<file path="config.mk">
export PLATFORM = sky130hd
export DESIGN_NAME = key_debounce_long_press
export DESIGN_NICKNAME = d
export VERILOG_FILES = /design/src/rtl/kdlp_pkg.sv /design/src/rtl/kdlp_cfg.sv /design/src/rtl/kdlp_scan.sv /design/src/rtl/key_debounce_long_press.sv
export SDC_FILE = /design/constraint.sdc
export NUM_CORES = 1
export LEC_CHECK = 0
export ABC_AREA = 1
export ABC_CLOCK_PERIOD_IN_PS = 3200
export BUFFER_PORTS_ARGS = -buffer_cell sky130_fd_sc_hd__buf_2
export CORE_AREA = 2 2 75 77
export CTS_BUF_LIST = sky130_fd_sc_hd__clkbuf_8
export DETAILED_ROUTE_END_ITERATION = 8
export DIE_AREA = 0 0 77 79
export PLACE_DENSITY_LB_ADDON = 0.25
export SLEW_MARGIN = 40
export SYNTH_ARGS = -nofsm -noshare
export SYNTH_HDL_FRONTEND = slang
export SYNTH_SLANG_ARGS = --single-unit
</file>
<file path="constraint.sdc">
create_clock -name clk_i -period 3.2 [get_ports clk_i]
set_input_delay 0.16 -clock clk_i [delete_from_list [all_inputs] [get_ports clk_i]]
set_output_delay 0.16 -clock clk_i [all_outputs]
set_load 0.03 [all_outputs]
</file>
<file path="src/rtl/kdlp_pkg.sv">
package kdlp_pkg;

  // Field widths
  localparam int unsigned KEY_BITS   = 4;
  localparam int unsigned THR_BITS   = 8;
  localparam int unsigned HOLD_BITS  = 8;
  localparam int unsigned CFG_IDX_W  = 3;
  localparam int unsigned CFG_DATA_W = 8;

  // Register indexes of the configuration port
  localparam logic [CFG_IDX_W-1:0] REG_RESET_CODE     = 3'd0;
  localparam logic [CFG_IDX_W-1:0] REG_PLUS_CODE      = 3'd1;
  localparam logic [CFG_IDX_W-1:0] REG_MINUS_CODE     = 3'd2;
  localparam logic [CFG_IDX_W-1:0] REG_CONTROL_CODE   = 3'd3;
  localparam logic [CFG_IDX_W-1:0] REG_LONG_THRESHOLD = 3'd4;

  // Register reset values
  localparam logic [KEY_BITS-1:0] RESET_CODE_DEFAULT   = 4'h1;
  localparam logic [KEY_BITS-1:0] PLUS_CODE_DEFAULT    = 4'h2;
  localparam logic [KEY_BITS-1:0] MINUS_CODE_DEFAULT   = 4'h4;
  localparam logic [KEY_BITS-1:0] CONTROL_CODE_DEFAULT = 4'h8;
  localparam logic [THR_BITS-1:0] LONG_THRESHOLD_DEFAULT = 8'd200;

  localparam logic [HOLD_BITS-1:0] HOLD_MAX = {HOLD_BITS{1'b1}};

  typedef enum logic [1:0] {
    PH_IDLE    = 2'd0,
    PH_CONFIRM = 2'd1,
    PH_HELD    = 2'd2,
    PH_RELWAIT = 2'd3
  } phase_e;

  typedef struct packed {
    logic [KEY_BITS-1:0] keys;
    logic                clear_pending;
  } in_item_t;

  typedef struct packed {
    logic                pending;
    logic [KEY_BITS-1:0] key_code;
    logic                long_press;
  } out_item_t;

  typedef struct packed {
    logic [KEY_BITS-1:0] reset_code;
    logic [KEY_BITS-1:0] plus_code;
    logic [KEY_BITS-1:0] minus_code;
    logic [KEY_BITS-1:0] control_code;
    logic [THR_BITS-1:0] long_threshold;
  } cfg_t;

endpackage

</file>
<file path="src/rtl/kdlp_cfg.sv">
module kdlp_cfg (
  input  logic                              clk_i,
  input  logic                              rst_ni,
  input  logic                              cfg_valid_i,
  output logic                              cfg_ready_o,
  input  logic [kdlp_pkg::CFG_IDX_W-1:0]    cfg_index_i,
  input  logic [kdlp_pkg::CFG_DATA_W-1:0]   cfg_data_i,
  output kdlp_pkg::cfg_t                    cfg_o
);

  kdlp_pkg::cfg_t cfg_q;
  logic           wr_en;

  // Writes are always taken; indexes beyond the list are dropped
  assign cfg_ready_o = 1'b1;
  assign wr_en       = cfg_valid_i & cfg_ready_o;

  always_ff @(posedge clk_i or negedge rst_ni) begin
    if (!rst_ni) begin
      cfg_q.reset_code     <= kdlp_pkg::RESET_CODE_DEFAULT;
      cfg_q.plus_code      <= kdlp_pkg::PLUS_CODE_DEFAULT;
      cfg_q.minus_code     <= kdlp_pkg::MINUS_CODE_DEFAULT;
      cfg_q.control_code   <= kdlp_pkg::CONTROL_CODE_DEFAULT;
      cfg_q.long_threshold <= kdlp_pkg::LONG_THRESHOLD_DEFAULT;
    end else if (wr_en) begin
      case (cfg_index_i)
        kdlp_pkg::REG_RESET_CODE:
          cfg_q.reset_code <= cfg_data_i[kdlp_pkg::KEY_BITS-1:0];
        kdlp_pkg::REG_PLUS_CODE:
          cfg_q.plus_code <= cfg_data_i[kdlp_pkg::KEY_BITS-1:0];
        kdlp_pkg::REG_MINUS_CODE:
          cfg_q.minus_code <= cfg_data_i[kdlp_pkg::KEY_BITS-1:0];
        kdlp_pkg::REG_CONTROL_CODE:
          cfg_q.control_code <= cfg_data_i[kdlp_pkg::KEY_BITS-1:0];
        kdlp_pkg::REG_LONG_THRESHOLD:
          cfg_q.long_threshold <= cfg_data_i[kdlp_pkg::THR_BITS-1:0];
        default: ;
      endcase
    end
  end

  assign cfg_o = cfg_q;

endmodule

</file>
<file path="src/rtl/kdlp_scan.sv">
module kdlp_scan (
  input  logic                 clk_i,
  input  logic                 rst_ni,
  input  logic                 step_i,
  input  kdlp_pkg::in_item_t   item_i,
  input  kdlp_pkg::cfg_t       cfg_i,
  output kdlp_pkg::out_item_t  result_o
);

  kdlp_pkg::phase_e                phase_q, phase_d;
  logic [kdlp_pkg::KEY_BITS-1:0]   cand_q, cand_d;
  logic [kdlp_pkg::HOLD_BITS-1:0]  hold_q, hold_d, hold_inc;
  logic [kdlp_pkg::KEY_BITS-1:0]   vcode_q, vcode_d;
  logic                            vlong_q, vlong_d;
  logic                            event_q, event_d;
  logic                            keys_zero, keys_same, cand_known;

  assign keys_zero  = (item_i.keys == '0);
  assign keys_same  = (cand_q == item_i.keys);
  assign cand_known = (cand_q == cfg_i.reset_code) || (cand_q == cfg_i.plus_code) ||
                      (cand_q == cfg_i.minus_code) || (cand_q == cfg_i.control_code);
  // Saturating hold counter
  assign hold_inc   = (hold_q == kdlp_pkg::HOLD_MAX) ? hold_q : hold_q + 1'b1;

  // Next state: clear strobe first, scan only while nothing is pending
  always_comb begin
    event_d = event_q & ~item_i.clear_pending;
    phase_d = phase_q;
    cand_d  = cand_q;
    hold_d  = hold_q;
    vcode_d = vcode_q;
    vlong_d = vlong_q;
    if (!event_d) begin
      case (phase_q)
        kdlp_pkg::PH_IDLE: begin
          hold_d = '0;
          cand_d = item_i.keys;
          if (!keys_zero) phase_d = kdlp_pkg::PH_CONFIRM;
        end
        kdlp_pkg::PH_CONFIRM: begin
          phase_d = keys_same ? kdlp_pkg::PH_HELD : kdlp_pkg::PH_IDLE;
        end
        kdlp_pkg::PH_HELD: begin
          if (keys_zero) begin
            // release: latch the pattern, raise only for a known code
            vcode_d = cand_q;
            vlong_d = 1'b0;
            phase_d = kdlp_pkg::PH_IDLE;
            event_d = cand_known;
          end else if (keys_same) begin
            hold_d = hold_inc;
            if (hold_inc > cfg_i.long_threshold) begin
              vcode_d = cand_q;
              vlong_d = 1'b0;
              if (cand_q == cfg_i.reset_code) begin
                vlong_d = 1'b1;
                event_d = 1'b1;
                phase_d = kdlp_pkg::PH_RELWAIT;
              end
            end
          end else begin
            phase_d = kdlp_pkg::PH_IDLE;
          end
        end
        kdlp_pkg::PH_RELWAIT: begin
          if (keys_zero) begin
            phase_d = kdlp_pkg::PH_IDLE;
            hold_d  = '0;
          end
        end
        default: phase_d = kdlp_pkg::PH_IDLE;
      endcase
    end
  end

  // State register, updated once per item
  always_ff @(posedge clk_i or negedge rst_ni) begin
    if (!rst_ni) begin
      phase_q <= kdlp_pkg::PH_IDLE;
      cand_q  <= '0;
      hold_q  <= '0;
      vcode_q <= '0;
      vlong_q <= 1'b0;
      event_q <= 1'b0;
    end else if (step_i) begin
      phase_q <= phase_d;
      cand_q  <= cand_d;
      hold_q  <= hold_d;
      vcode_q <= vcode_d;
      vlong_q <= vlong_d;
      event_q <= event_d;
    end
  end

  // Result reflects the state after this item
  assign result_o.pending    = event_d;
  assign result_o.key_code   = vcode_d;
  assign result_o.long_press = vlong_d;

endmodule

</file>
<file path="src/rtl/key_debounce_long_press.sv">
// Key debouncer with long-press detection. Each input item is one scan tick
// (key vector plus a clear strobe for the pending event) and produces exactly
// one result item with the pending flag, the latched key code and the
// long-press flag as they stand after that tick. An item passes an input
// register, then the scan state update, and its result is held in a result
// register until it is taken. One item is taken every cycle while the output
// is not stalled; the state update between the two registers does not limit
// the rate. Configuration writes are always ready and take effect on the
// next item; write them only while no items are in flight.
module key_debounce_long_press (
  input  logic                              clk_i,
  input  logic                              rst_ni,
  input  logic                              in_valid_i,
  output logic                              in_stall_o,
  input  kdlp_pkg::in_item_t                in_item_i,
  output logic                              out_valid_o,
  input  logic                              out_stall_i,
  output kdlp_pkg::out_item_t               out_item_o,
  input  logic                              cfg_valid_i,
  output logic                              cfg_ready_o,
  input  logic [kdlp_pkg::CFG_IDX_W-1:0]    cfg_index_i,
  input  logic [kdlp_pkg::CFG_DATA_W-1:0]   cfg_data_i
);

  kdlp_pkg::cfg_t       cfg;
  kdlp_pkg::in_item_t   in_q;
  logic                 in_valid_q;
  kdlp_pkg::out_item_t  result;
  kdlp_pkg::out_item_t  out_q;
  logic                 out_valid_q;
  logic                 advance;

  kdlp_cfg u_cfg (
    .clk_i       (clk_i),
    .rst_ni      (rst_ni),
    .cfg_valid_i (cfg_valid_i),
    .cfg_ready_o (cfg_ready_o),
    .cfg_index_i (cfg_index_i),
    .cfg_data_i  (cfg_data_i),
    .cfg_o       (cfg)
  );

  // Item moves from the input register into the result register
  assign advance    = in_valid_q & (~out_valid_q | ~out_stall_i);
  assign in_stall_o = in_valid_q & ~advance;

  always_ff @(posedge clk_i or negedge rst_ni) begin
    if (!rst_ni) begin
      in_valid_q <= 1'b0;
    end else if (!in_stall_o) begin
      in_valid_q <= in_valid_i;
    end
  end

  always_ff @(posedge clk_i) begin
    if (in_valid_i && !in_stall_o) begin
      in_q <= in_item_i;
    end
  end

  kdlp_scan u_scan (
    .clk_i    (clk_i),
    .rst_ni   (rst_ni),
    .step_i   (advance),
    .item_i   (in_q),
    .cfg_i    (cfg),
    .result_o (result)
  );

  // Result register
  always_ff @(posedge clk_i or negedge rst_ni) begin
    if (!rst_ni) begin
      out_valid_q <= 1'b0;
    end else if (advance) begin
      out_valid_q <= 1'b1;
    end else if (!out_stall_i) begin
      out_valid_q <= 1'b0;
    end
  end

  always_ff @(posedge clk_i) begin
    if (advance) begin
      out_q <= result;
    end
  end

  assign out_valid_o = out_valid_q;
  assign out_item_o  = out_q;

endmodule

</file>
Word-level counts from Yosys, hierarchy flattened
Index checks and enable logic that the tools add are counted.
{"block": "totals", "regBits": 57, "output_inout_bits": 9, "inputBits": 21}
{"block": "classes", "n_eq_ne": 20, "n_lt_le_gt_ge": 1, "n_mux": 31, "n_addsub": 1, "n_bitwise": 9, "n_reduce_logical": 17}
{"op": "$mux 8", "n": 4}
{"op": "$pmux 8 s3", "n": 1}
{"op": "$eq 4x4->1", "n": 5}
{"op": "$mux 4", "n": 5}
{"op": "$mux 2", "n": 7}
{"op": "$mux 1", "n": 13}
{"op": "$reduce_and 6->1", "n": 2}
{"op": "$reduce_and 2->1", "n": 5}
{"op": "$add 8x1->8 const B", "n": 1}
{"op": "$eq 8x8->1 const B", "n": 1}
{"op": "$gt 8x8->1", "n": 1}
{"op": "$ne 4x3->1 const B", "n": 2}
{"op": "$pmux 2 s4", "n": 1}
{"op": "$eq 3x2->1 const B", "n": 2}
{"op": "$ne 2x1->1 const B", "n": 3}
{"op": "$not 1->1", "n": 5}
{"op": "$eq 2x2->1 const B", "n": 2}
{"op": "$logic_not 4->1", "n": 1}
{"op": "$ne 2x2->1 const B", "n": 2}
{"op": "$and 1x1->1", "n": 3}
{"op": "$eq 3x1->1 const B", "n": 1}
{"op": "$eq 3x3->1 const B", "n": 1}
{"op": "$logic_not 3->1", "n": 1}
{"op": "$logic_or 1x1->1", "n": 3}
{"op": "other kinds (7)", "n": 7}

Logic depth before layout (Yosys ltp)
Gate-level depths: netlist of the first run.
{"block": "logic_depth", "depth_word": 8, "ltp_mapped": 22, "depth_no_buf": 22}

Cells and area by module
From an unflattened synthesis of the first run, not the netlist that was laid out.
{"block": "unflattened", "cells_unflattened": 419, "hier_area_um2": 3347.0}
{"module": "kdlp_scan", "cells_each": 279, "seq_area_each_um2": 500.5, "area_each_um2": 1898.1, "instances": 1}
{"module": "kdlp_cfg", "cells_each": 117, "seq_area_each_um2": 609.3, "area_each_um2": 1023.5, "instances": 1}
{"module": "key_debounce_long_press", "cells_each": 23, "seq_area_each_um2": 380.4, "area_each_um2": 425.4, "instances": 1}

Least setup slack after synthesis of the first run
Ideal clock, no wire load.
{"block": "synth_timing", "path_type": "register -> register", "start": "register u_scan.hold_q[0] (netlist name)", "end": "register out_q, in the netlist out_item_o[1] (data pin)", "n_path_buf": 0, "stages_incl_launch_ff": 20, "setup_slack_ns": 0.706, "setup_time_ns": 0.255, "period_less_slack_ns": 2.494, "arrival_ns": 2.239, "cell_sequence": "dfrtp_1 -> ha_1 -> nand2_1 -> nor3_2 -> inv_1 -> nor2_2 -> a21oi_1 -> xor2_1 -> ha_1 -> nand2_1 -> inv_1 -> nand2_1 -> nand2_1 -> nand2_1 -> nand2_1 -> nand3_1 -> nand2_2 -> nand2_2 -> nand2_1 -> and2_1"}
{"item": "from (decl)", "line": "kdlp_scan.sv:12", "text": "logic [kdlp_pkg::HOLD_BITS-1:0] hold_q, hold_d, hold_inc;"}
{"item": "from (signal assigned)", "line": "kdlp_scan.sv:88", "text": "hold_q <= hold_d;"}
{"item": "to (signal assigned)", "line": "key_debounce_long_press.sv:83", "text": "out_q <= result;"}
{"item": "to (decl)", "line": "key_debounce_long_press.sv:29", "text": "kdlp_pkg::out_item_t out_q;"}

==> summary.md, run 1 <==
| Metric | Value |
|---|---|
| Status | complete, no violations |
| Final Slew Violations | 0 |
| # H-tree levels | 3 |
| Routed Antenna Nets | 0 |
| Max-slew headroom | 0.607 |
| Syn_nets | slightly below 400 |
| Synth top area cells | dfrtp_1, nand2_1, edfxtp_1 |
| Setup repair bufs after CTS | 0 |
| Crit-path cells | ha_1 -> nand2_1 -> nor3_2 -> inv_1 -> nor2_2 -> nand2_2 -> o21ai_0 -> ha_1 -> nand2_1 -> inv_1 -> nand2_1 -> nand2_1 -> nand2_1 -> nand2_1 -> nand3_1 -> nand2_2 -> nand2_2 -> nand2_1 -> and2_1 |
| First-pass DRT Iterations | 4 |
| Core area | around 5300 um2 |
| TritonCTS clock tree | yes |
| Worst min path class | input port to flop |
| Drt wl/cell | 11.6 um |
| Die width | between 70 and 80 um |
| Root buffer cell | clkbuf_8 |
| Via Count | roughly 2300 |
| First-pass GRT wire length | between 9000 and 10000 um |
| Die span in y | approximately 79 um |
| Least-Margin Pin Slew | between 0.5 and 0.6 ns |
| Pwr/cell area | about 630 nW/um2 |
| Setup CP Type | flop to flop |
| Syn Inst Count | 361 |
| Post-Syn Area | 3030 um2 |
| Delay-heaviest family, CP | simple AND/OR/NAND/NOR gates |
| Vias in the first global route | about 2300 |
| Initial Util | 0.568 |
| CP arrival | between 2 and 3 ns |
| Setup violation total in the final timing report | 0 |
| Nets@finish | 430 |
| Clock-pin slew on the worst setup and hold paths | around 0.060 ns |
| FMAX | around 0.35 GHz |
| Most used cell, CP | nand2_1 |
| Worst vdd ir | between 0.4 and 0.5 mV |
| CP max FO | 6 |
| Vias/cell | approximately 4.8 |
| Critical Path Sink Type | flop |
| Clock skew | 0.00633 ns |
| Dpl ws | between 0.4 and 0.5 ns |
| Setup TNS | 0 ns |
| Worst path slowest cell | dfrtp_1 |
| Post-synthesis sequential area ratio | 0.492 |
| Unique masters post-synth | 28 |
| Setup crit start kind | flop |
| Detailed placement HPWL | about 4000 um |
| Buf/Inv on CP | 2 |
| Area grow syn2layout | 14.8% |
| Dpl cell area | 3220 um2 |
| GPL Wtd Cong | approximately 0.9 |
| Clock sinks | 57 |
| Initial antenna violation count | 0 |
| Clock Latency Late Sink | ~0.33 ns |
| # rows | 27 |
| Max incr delay on CP | 0.40 ns |
| Count of final hold-check violations | 0 |
| DRT iter0 DRCs | approximately 120 |
| Synth area leader | dfrtp_1 |
| Crit path time final | 2.82 ns |
| Leading cell type in the layout, fill and taps excluded | nand2_1 |
| Top-area cell type share of the netlist area | 0.322 |
| Port bufs | 28 |
| Maxcap violations | 0 |
| Share of cells above drive strength 1 | 0.180 |
| Hold Slack | 0.0493 ns |
| Largest net degree at the start of global routing | between 40 and 50 |
| Yosys Warn Count | 0 |
| LEAKAGE | 1.77 nW |
| Antenna fix cells | 0 |
| Critical Path RT | 3.28 ns |
| # DRC | 0 |
| I/O pin total | 30 |
| Gr ovfl total | 0 |
| RSZ-0062 raised after global routing | no |
| Fin crit share | 0.881 |
| Most frequent cells in the layout | nand2_1, inv_1, dfrtp_1 |
| Clock Tree Buf Depth | 2 |
| Tot GR Track Use | 0.211 |
| R2r setup slk | between 0.3 and 0.4 ns |
| Yosys reg bits | between 50 and 60 |
| Final WL | ~5500 um |
| Die footprint | around 6100 um2 |
| Final worst-path setup slack | about 0.38 ns |
| TritonCTS buffer count | 9 |
| Final Cell Area | 3480 um2 |
| Syn avg cell area | approximately 8.4 um2 |
[where the power goes]
group	internal, W	switching, W	total, W	leakage [nW]
combinational	0.000221	0.000325	0.000546	0.977
clock	0.000392	0.000260	0.000652	0.109
sequential	0.000880	0.000131	0.00101	0.682
total	0.00149	0.000716	0.00221	1.77
[per-stage QoR]
step | power [W] | cells | utilization
final | 0.00221 | 477 | 0.652
after global routing | 0.00237 | 477 | 0.652
after CTS | 0.00224 | 477 | 0.652
after detailed placement | 0.00156 | 455 | 0.603
after global placement | 0.00155 | 455 | 0.603
after floorplan | 0.00145 | 361 | -
[registers in the layout, summed over array words and instances, names as in the netlist]
name,count
u_scan.cand_q,4
in_q,5
u_scan.hold_q,8
u_scan.vlong_q,1
in_valid_q,1
out_valid_o,1
out_item_o,6
u_scan.phase_q,2
u_scan.vcode_q,4
u_cfg.cfg_o,24
u_scan.event_q,1
[final timing paths]
path,cells past startpoint,endpoint,start
max reg2reg,19,out_item_o[1],u_scan.hold_q[0]
min in group asynchronous,2,u_cfg.cfg_o[13],rst_ni
max in group asynchronous,2,u_scan.hold_q[4],rst_ni
min reg2reg,2,u_scan.vcode_q[1],u_scan.vcode_q[1]
max,19,out_item_o[1],u_scan.hold_q[0]
min,3,in_valid_q,in_valid_i
[cells by family (layout without fill, tap and decap cells)]
family / count (synthesis) / count (layout) / synth area share
AND/OR/NAND/NOR: 169 / 169 / 0.257
buffers and inverters: 59 / 103 / 0.0793
flip-flops: 57 / 57 / 0.492
AO/OA/AOI/OAI: 47 / 47 / 0.0785
XOR/XNOR: 19 / 19 / 0.0549
adder cells (fa/ha/maj): 9 / 9 / 0.0372
other: 1 / 1 / 0.00124
[Yosys cell counts]
cell and n:
xnor2_1 10, edfxtp_1 11, nor3_2 1, clkinv_1 1, and2_1 4, nand4_1 7, nand2_2 8, inv_1 45
nor3_1 1, o21ai_0 31, dfrtp_1 39, o21ai_1 4, inv_2 7, dfstp_2 7, conb_1 1, nor3_4 1
nor2_1 25, nand3_1 22, buf_4 5, ha_1 9, xor2_1 9, nor2_2 4, nand2_1 92, nor2_8 1
clkbuf_1 1, nor2_4 3, a21o_1 1, a21oi_1 11
[worst reg2reg max path: stages (launching register included)]
cell	delay, ns
dfrtp_1	0.40
ha_1	0.18
nand2_1	0.10
nor3_2	0.18
inv_1	0.08
nor2_2	0.14
nand2_2	0.12
o21ai_0	0.19
ha_1	0.32
nand2_1	0.06
inv_1	0.04
nand2_1	0.05
nand2_1	0.04
nand2_1	0.05
nand2_1	0.06
nand3_1	0.09
nand2_2	0.10
nand2_2	0.14
nand2_1	0.09
and2_1	0.16
[cell type report]
class,count,area (um2)
fill,480,1860
sequential,57,1490
multi-input combinational,245,1300
timing repair buffer,34,203
inverter,53,199
clock buffer,11,151
tap,72,90.1
clock inverter,5,46.3
[metal layers]
layer / routed length (um) / track usage / up-vias
met3: 187 / 0.0545 / 5
met4: 45 / 0.0750 / 0
met1: 2740 / 0.280 / 1013
met2: 2560 / 0.340 / 32
met5: 0 / 0 / -
li1: - / - / 1225
[repair_timing]
item | CTS | global route
endpoints found under the hold margin | 44 | 0
resized for setup | 0 | 0
hold buffers | 6 | 0
(Power assumes the default switching activity.)
==> run 2: changes to the inputs <==
--- a/config.mk
+++ b/config.mk
@@ -9,11 +9,12 @@
 export ABC_CLOCK_PERIOD_IN_PS = 3200
 export BUFFER_PORTS_ARGS = -buffer_cell sky130_fd_sc_hd__buf_2
-export CORE_AREA = 2 2 75 77
+export CORE_AREA = 2 2 78 80
 export CTS_BUF_LIST = sky130_fd_sc_hd__clkbuf_8
 export DETAILED_ROUTE_END_ITERATION = 8
-export DIE_AREA = 0 0 77 79
+export DIE_AREA = 0 0 80 82
 export PLACE_DENSITY_LB_ADDON = 0.25
 export SLEW_MARGIN = 40
 export SYNTH_ARGS = -nofsm -noshare
 export SYNTH_HDL_FRONTEND = slang
+export SYNTH_HIERARCHICAL = 1
 export SYNTH_SLANG_ARGS = --single-unit
==> constraint.sdc (replaced) <==
create_clock -name clk_i -period 3.2 [get_ports clk_i]
set_input_delay 0.48 -clock clk_i [delete_from_list [all_inputs] [get_ports clk_i]]
set_output_delay 0.48 -clock clk_i [all_outputs]
set_load 0.03 [all_outputs]
==> run 2 against run 1 <==
Effect of this change:
- sequential cell count stayed put
- synthesized cell count is 16% higher
- utilization is 0.45 points lower
- total power is 8.1% higher
- final cell count is 10% higher
- via count is 16% higher
- hold slack better by 0.096 ns
==> summary.md, run 2 <==
| Metric | Value |
|---|---|
| Max-slew headroom | 0.514 |
| Crit-path cells | ha_1 -> nand3_1 -> nor3_2 -> nand2_1 -> nand3b_1 -> ha_1 -> nand2_1 -> nor2_1 -> nand4_1 -> nand3_2 -> nand2_4 -> nand2_4 -> nand2_1 -> and2_1 |
| Via Count | between 2000 and 3000 |
| Initial antenna violation count | 0 |
| Maxcap violations | 0 |
| FMAX | between 0.3 and 0.4 GHz |
| Die width | 80 um |
| Critical Path RT | roughly 3.3 ns |
| Synth area leader | dfrtp_1 |
| Pwr/cell area | 642 nW/um2 |
| Nets@finish | 480 |
| Setup violation total in the final timing report | 0 |
| Clock Latency Late Sink | roughly 0.35 ns |
| Initial Util | 0.583 |
| Most used cell, CP | nand2_1 |
| Top FF cell, synth | dfrtp_1 |
| Max incr delay on CP | approximately 0.42 ns |
| Largest register FFs | 24 |
| Area grow syn2layout | 11.1% |
| TritonCTS buffer count | 9 |
| Status | complete, no violations |
| First-pass GRT wire length | around 12000 um |
| Vias/cell | around 5 |
| Final Slew Violations | 0 |
| Vias in the first global route | between 2000 and 3000 |
| Least-Margin Pin Slew | slightly above 0.7 ns |
| Share of cells above drive strength 1 | 0.195 |
| Yosys Warn Count | 6 |
| Syn Inst Count | between 400 and 500 |
| Hold-fix buffers, CTS | 0 |
| Post-synthesis sequential area ratio | 0.445 |
| Buf/Inv on CP | 0 |
| Most frequent cells in the layout | nand2_1, inv_1, nand3_1 |
| TritonCTS clock tree | yes |
| Final WL | ~7000 um |
| Syn_nets | ~450 |
| Core area | 5750 um2 |
| DRT iter0 DRCs | around 130 |
| Setup repair bufs after CTS | 0 |
| Crit path time final | between 2 and 3 ns |
| Worst vdd ir | around 0.38 mV |
| Yosys reg bits | between 50 and 60 |
| Top-area cell type share of the netlist area | 0.292 |
| Setup crit start kind | flop |
| Clock skew | 0.0138 ns |
| Routed Antenna Nets | 0 |
| # H-tree levels | 3 |
| Final Cell Area | roughly 3700 um2 |
| First-pass DRT Iterations | 6 |
| Fillers | between 500 and 600 |
| Post-Syn Area | around 3300 um2 |
| Clock Tree Buf Depth | 2 |
| Placed cell count | ~500 |
| Post-synth EDFFs | 11 |
| RSZ-0062 raised after global routing | no |
| Die footprint | 6560 um2 |
| Syn avg cell area | about 8.0 um2 |
| Detailed placement HPWL | 4910 um |
| Leading cell type in the layout, fill and taps excluded | nand2_1 |
| Drt wl/cell | 13.0 um |
| Setup CP Type | flop to flop |
| CTS resizes | 0 |
| Clock sinks | between 50 and 60 |
| Critical Path Sink Type | flop |
| CP max FO | 8 |
| CP arrival | 2.91 ns |
| Clock-pin slew on the worst setup and hold paths | 0.06 ns |
| # rows | 28 |
| Root buffer cell | clkbuf_8 |
| Tot GR Track Use | 0.230 |
| Synth top cells by count | nand2_1, inv_1, nand3_1 |
| Most frequent cell after synthesis | nand2_1 |
| Fin crit share | 0.880 |
| # DRC | 0 |
| LEAKAGE | about 2.0 nW |
| Largest net degree at the start of global routing | 47 |
| Port bufs | 28 |
| GPL Wtd Cong | ~0.84 |
| Synth top area cells | dfrtp_1, nand2_1, edfxtp_1 |
| Setup TNS | 0 ns |
| Worst path slowest cell | dfrtp_1 |
| Dpl cell area | roughly 3500 um2 |
| I/O pin total | 30 |
| Delay-heaviest family, CP | simple AND/OR/NAND/NOR gates |
| Unique masters post-synth | 38 |
| Fin cells | between 500 and 600 |
| R2r setup slk | 0.38 ns |
| Die span in y | just over 80 um |
| Gr ovfl total | 0 |
| Antenna fix cells | 0 |
| Count of final hold-check violations | 0 |
| Post-synth ARST share | 0.807 |
| Worst min path class | input port to async pin |
run 2: changes by cell type in the layout (fill, tap and decap cells not counted), moves of 6 or more:
cell and delta:
dlygate4sd3_1 -6, nand2_1 +61, nand3_1 +18, nor2_1 -8, o21ai_0 -23, o21ai_2 +7, xnor2_1 -7
run 2: logic make-up after synthesis:
family                   share of synthesized area
AND/OR/NAND/NOR                              0.335
buffers and inverters                       0.0890
flip-flops                                   0.445
AO/OA/AOI/OAI                               0.0501
adder cells (fa/ha/maj)                     0.0486
XOR/XNOR                                    0.0314
other                                      0.00112
run 2: layout make-up:
cell class | count | area, um2 | share of cell area
multi-input cells | 296 | 1560 | 0.419
flip-flops and latches | 57 | 1490 | 0.401
inverters | 53 | 201 | 0.0542
clock buffers | 11 | 151 | 0.0407
repair buffers | 29 | 150 | 0.0404
well taps | 75 | 93.8 | 0.0252
clock inverters | 5 | 72.6 | 0.0195
run 2: power breakdown:
group / leakage [nW] / internal (W) / switching, W / total [W]
Combinational: 1.18 / 0.000227 / 0.000400 / 0.000627
Clock: 0.122 / 0.000474 / 0.000282 / 0.000756
Sequential: 0.687 / 0.000871 / 0.000134 / 0.00100
Total: 1.98 / 0.00157 / 0.000816 / 0.00239
run 2: path summary, 6_finish.rpt:
path / from / endpoint / cells past startpoint
worst max-delay path: u_scan/hold_q[0] / out_item_o[2] / 14
worst min register to register: u_cfg/cfg_o[7] / u_cfg/cfg_o[7] / 2
worst min-delay path: rst_ni / u_cfg/cfg_o[2] / 1
max in group asynchronous: rst_ni / u_scan/phase_q[1] / 1
min in group clk_i: in_item_i[0] / in_q[0] / 1
worst max register to register: u_scan/hold_q[0] / out_item_o[2] / 14
run 2: layer usage:
layer | global-route usage | wire length, um
met3 | 0.0374 | 237
met1 | 0.278 | 3080
met4 | 0.115 | 153
met5 | 0 | 0
met2 | 0.400 | 3350
run 2: through the flow:
step                      hold slack [ns]  worst slack [ns]  utilization  power (W)
final                               0.145             0.384        0.647    0.00239
after floorplan                     0.184             0.741            -    0.00152
after detailed placement            0.456             0.468        0.608    0.00165
after global routing                0.188             0.177        0.647    0.00254
after CTS                           0.161             0.449        0.647    0.00241
after global placement              0.453             0.609        0.608    0.00162
==> run 3: changes to the inputs <==
Settings changed: BUFFER_PORTS_ARGS -buffer_cell sky130_fd_sc_hd__buf_2 to -buffer_cell sky130_fd_sc_hd__buf_4, CAP_MARGIN from default to 20, SLEW_MARGIN 40 to default.
==> run 3 against run 2 <==
Effect of this change:
- critical path depth grew 3
- sequential share of layout area shrank 0.49 points
- via count grew 1.8%
- largest cell class unchanged
- die area is the same
- largest power group unchanged
- critical endpoint is now out_item_o[4]
- hold slack gained 0.0052 ns
- count of clock-buffer cells in the layout shrank 1
==> summary.md, run 3 (synthesized netlist as in run 2, its figures left out) <==
| Metric | Value |
|---|---|
| Worst min path class | input port to async pin |
| # DRC | 0 |
| Clock Tree Buf Depth | 2 |
| Routed Antenna Nets | 0 |
| Fin crit share | 0.862 |
| Gr ovfl total | 0 |
| Clock-pin slew on the worst setup and hold paths | ~0.070 ns |
| Tot GR Track Use | 0.234 |
| Die width | 80 um |
| FMAX | 0.362 GHz |
| DRT iter0 DRCs | 160 |
| Clock Latency Late Sink | 0.34 ns |
| GR peak layer | met2 |
| Final WL | about 6800 um |
| Setup TNS | 0 ns |
| Most frequent cells in the layout | nand2_1, inv_1, nand3_1 |
| Antenna fix cells | 0 |
| Detailed placement HPWL | about 4900 um |
| Die footprint | ~6600 um2 |
| Met1 Use GR | 0.286 |
| Drt wl/cell | ~13 um |
| Port bufs | 28 |
| Setup repair bufs after CTS | 0 |
| M2 GR Usage | 0.400 |
| Critical Path RT | around 3.3 ns |
| Largest register FFs | 24 |
| Via Count | 2686 |
| Initial antenna violation count | 0 |
| LEAKAGE | just under 2 nW |
| Maxcap violations | 0 |
| Share of cells above drive strength 1 | 0.200 |
| Worst vdd ir | ~0.34 mV |
| Vias/cell | 5.11 |
| Setup crit start kind | flop |
| Final Slew Violations | 0 |
| GPL Wtd Cong | around 0.84 |
| Hold-fix buffers, CTS | 0 |
| Setup CP Type | flop to flop |
| First-pass GRT wire length | between 10000 and 15000 um |
| CP arrival | around 2.9 ns |
| Count of final hold-check violations | 0 |
| Critical Path Sink Type | flop |
| Setup violation total in the final timing report | 0 |
| R2r setup slk | roughly 0.44 ns |
| CTS resizes | 0 |
| CP max FO | 8 |
| Core area | 5750 um2 |
| Grt met3 use | 0.0516 |
| Least-Margin Pin Slew | 0.709 ns |
| Pwr/cell area | around 620 nW/um2 |
| Die span in y | between 80 and 90 um |
| Clock sinks | between 50 and 60 |
| RSZ-0062 raised after global routing | no |
| Root buffer cell | clkbuf_8 |
| Max-slew headroom | 0.527 |
| Clock skew | between 0.01 and 0.015 ns |
| # H-tree levels | 3 |
| Largest net degree at the start of global routing | 47 |
| Dpl ws | 0.499 ns |
| # rows | 28 |
| Power, Total | between 0.002 and 0.0025 W |
| Area grow syn2layout | 12.5% |
| Crit path time final | 2.76 ns |
| Status | complete, no violations |
| Final worst-path setup slack | about 0.44 ns |
| Initial Util | 0.583 |
| I/O pin total | 30 |
| Nets@finish | 480 |
| First-pass DRT Iterations | 4 |
| Vias in the first global route | ~2700 |
| Leading cell type in the layout, fill and taps excluded | nand2_1 |
| TritonCTS buffer count | 9 |
| TritonCTS clock tree | yes |
run 3: cell count changes in the layout (fill, tap and decap cells not counted), sizes merged:
cell	delta
bufinv	-1
clkbuf	-1
clkinvlp	+2
run 3: final timing paths:
kind / from / endpoint / cells past startpoint
max: u_scan/hold_q[0] / out_item_o[4] / 17
max reg2reg: u_scan/hold_q[0] / out_item_o[4] / 17
max in group asynchronous: rst_ni / u_scan/hold_q[6] / 1
min in group clk_i: in_item_i[1] / in_q[1] / 1
min: rst_ni / u_cfg/cfg_o[10] / 1
min reg2reg: u_cfg/cfg_o[6] / u_cfg/cfg_o[6] / 2
run 3: layer usage:
layer,up-vias,routed length (um)
met5,-,0
met2,48,3440
met1,1261,3000
met4,0,97
met3,13,243
li1,1364,-
run 3: cell type report:
cell class                      count  area, um2
Tap cell                           75       93.8
Clock buffer                       10        138
Clock inverter                      6       65.1
Inverter                           53        201
Sequential cell                    57       1490
Multi-Input combinational cell    296       1560
Fill cell                         514       1980
Timing Repair Buffer               29        218
run 3: where the power goes:
group | switching (W) | internal (W)
combinational | 0.000417 | 0.000240
clock | 0.000305 | 0.000382
sequential | 0.000134 | 0.000870
run 3: critical path: stages, from the launching register on:
cell,delay (ns)
dfrtp_1,0.40
ha_1,0.21
nand3_1,0.15
nor3_2,0.19
nand2_1,0.21
nand2_1,0.11
nand2_1,0.08
ha_1,0.31
nand2_1,0.06
nand2_1,0.05
nand2_1,0.04
nand2_1,0.06
nand2_1,0.05
nand2_1,0.10
nand3_2,0.11
nand2_4,0.11
nand3_1,0.11
and2_1,0.18
run 3: per-stage QoR:
step                hold WS, ns  instances  instance area (um2)  utilization
floorplan                 0.184        419                 3350            -
global placement          0.454        510                 3560        0.620
detailed placement        0.457        510                 3560        0.620
CTS                       0.167        526                 3760        0.655
global route              0.184        526                 3760        0.655
finish                    0.151        526                 3760        0.655
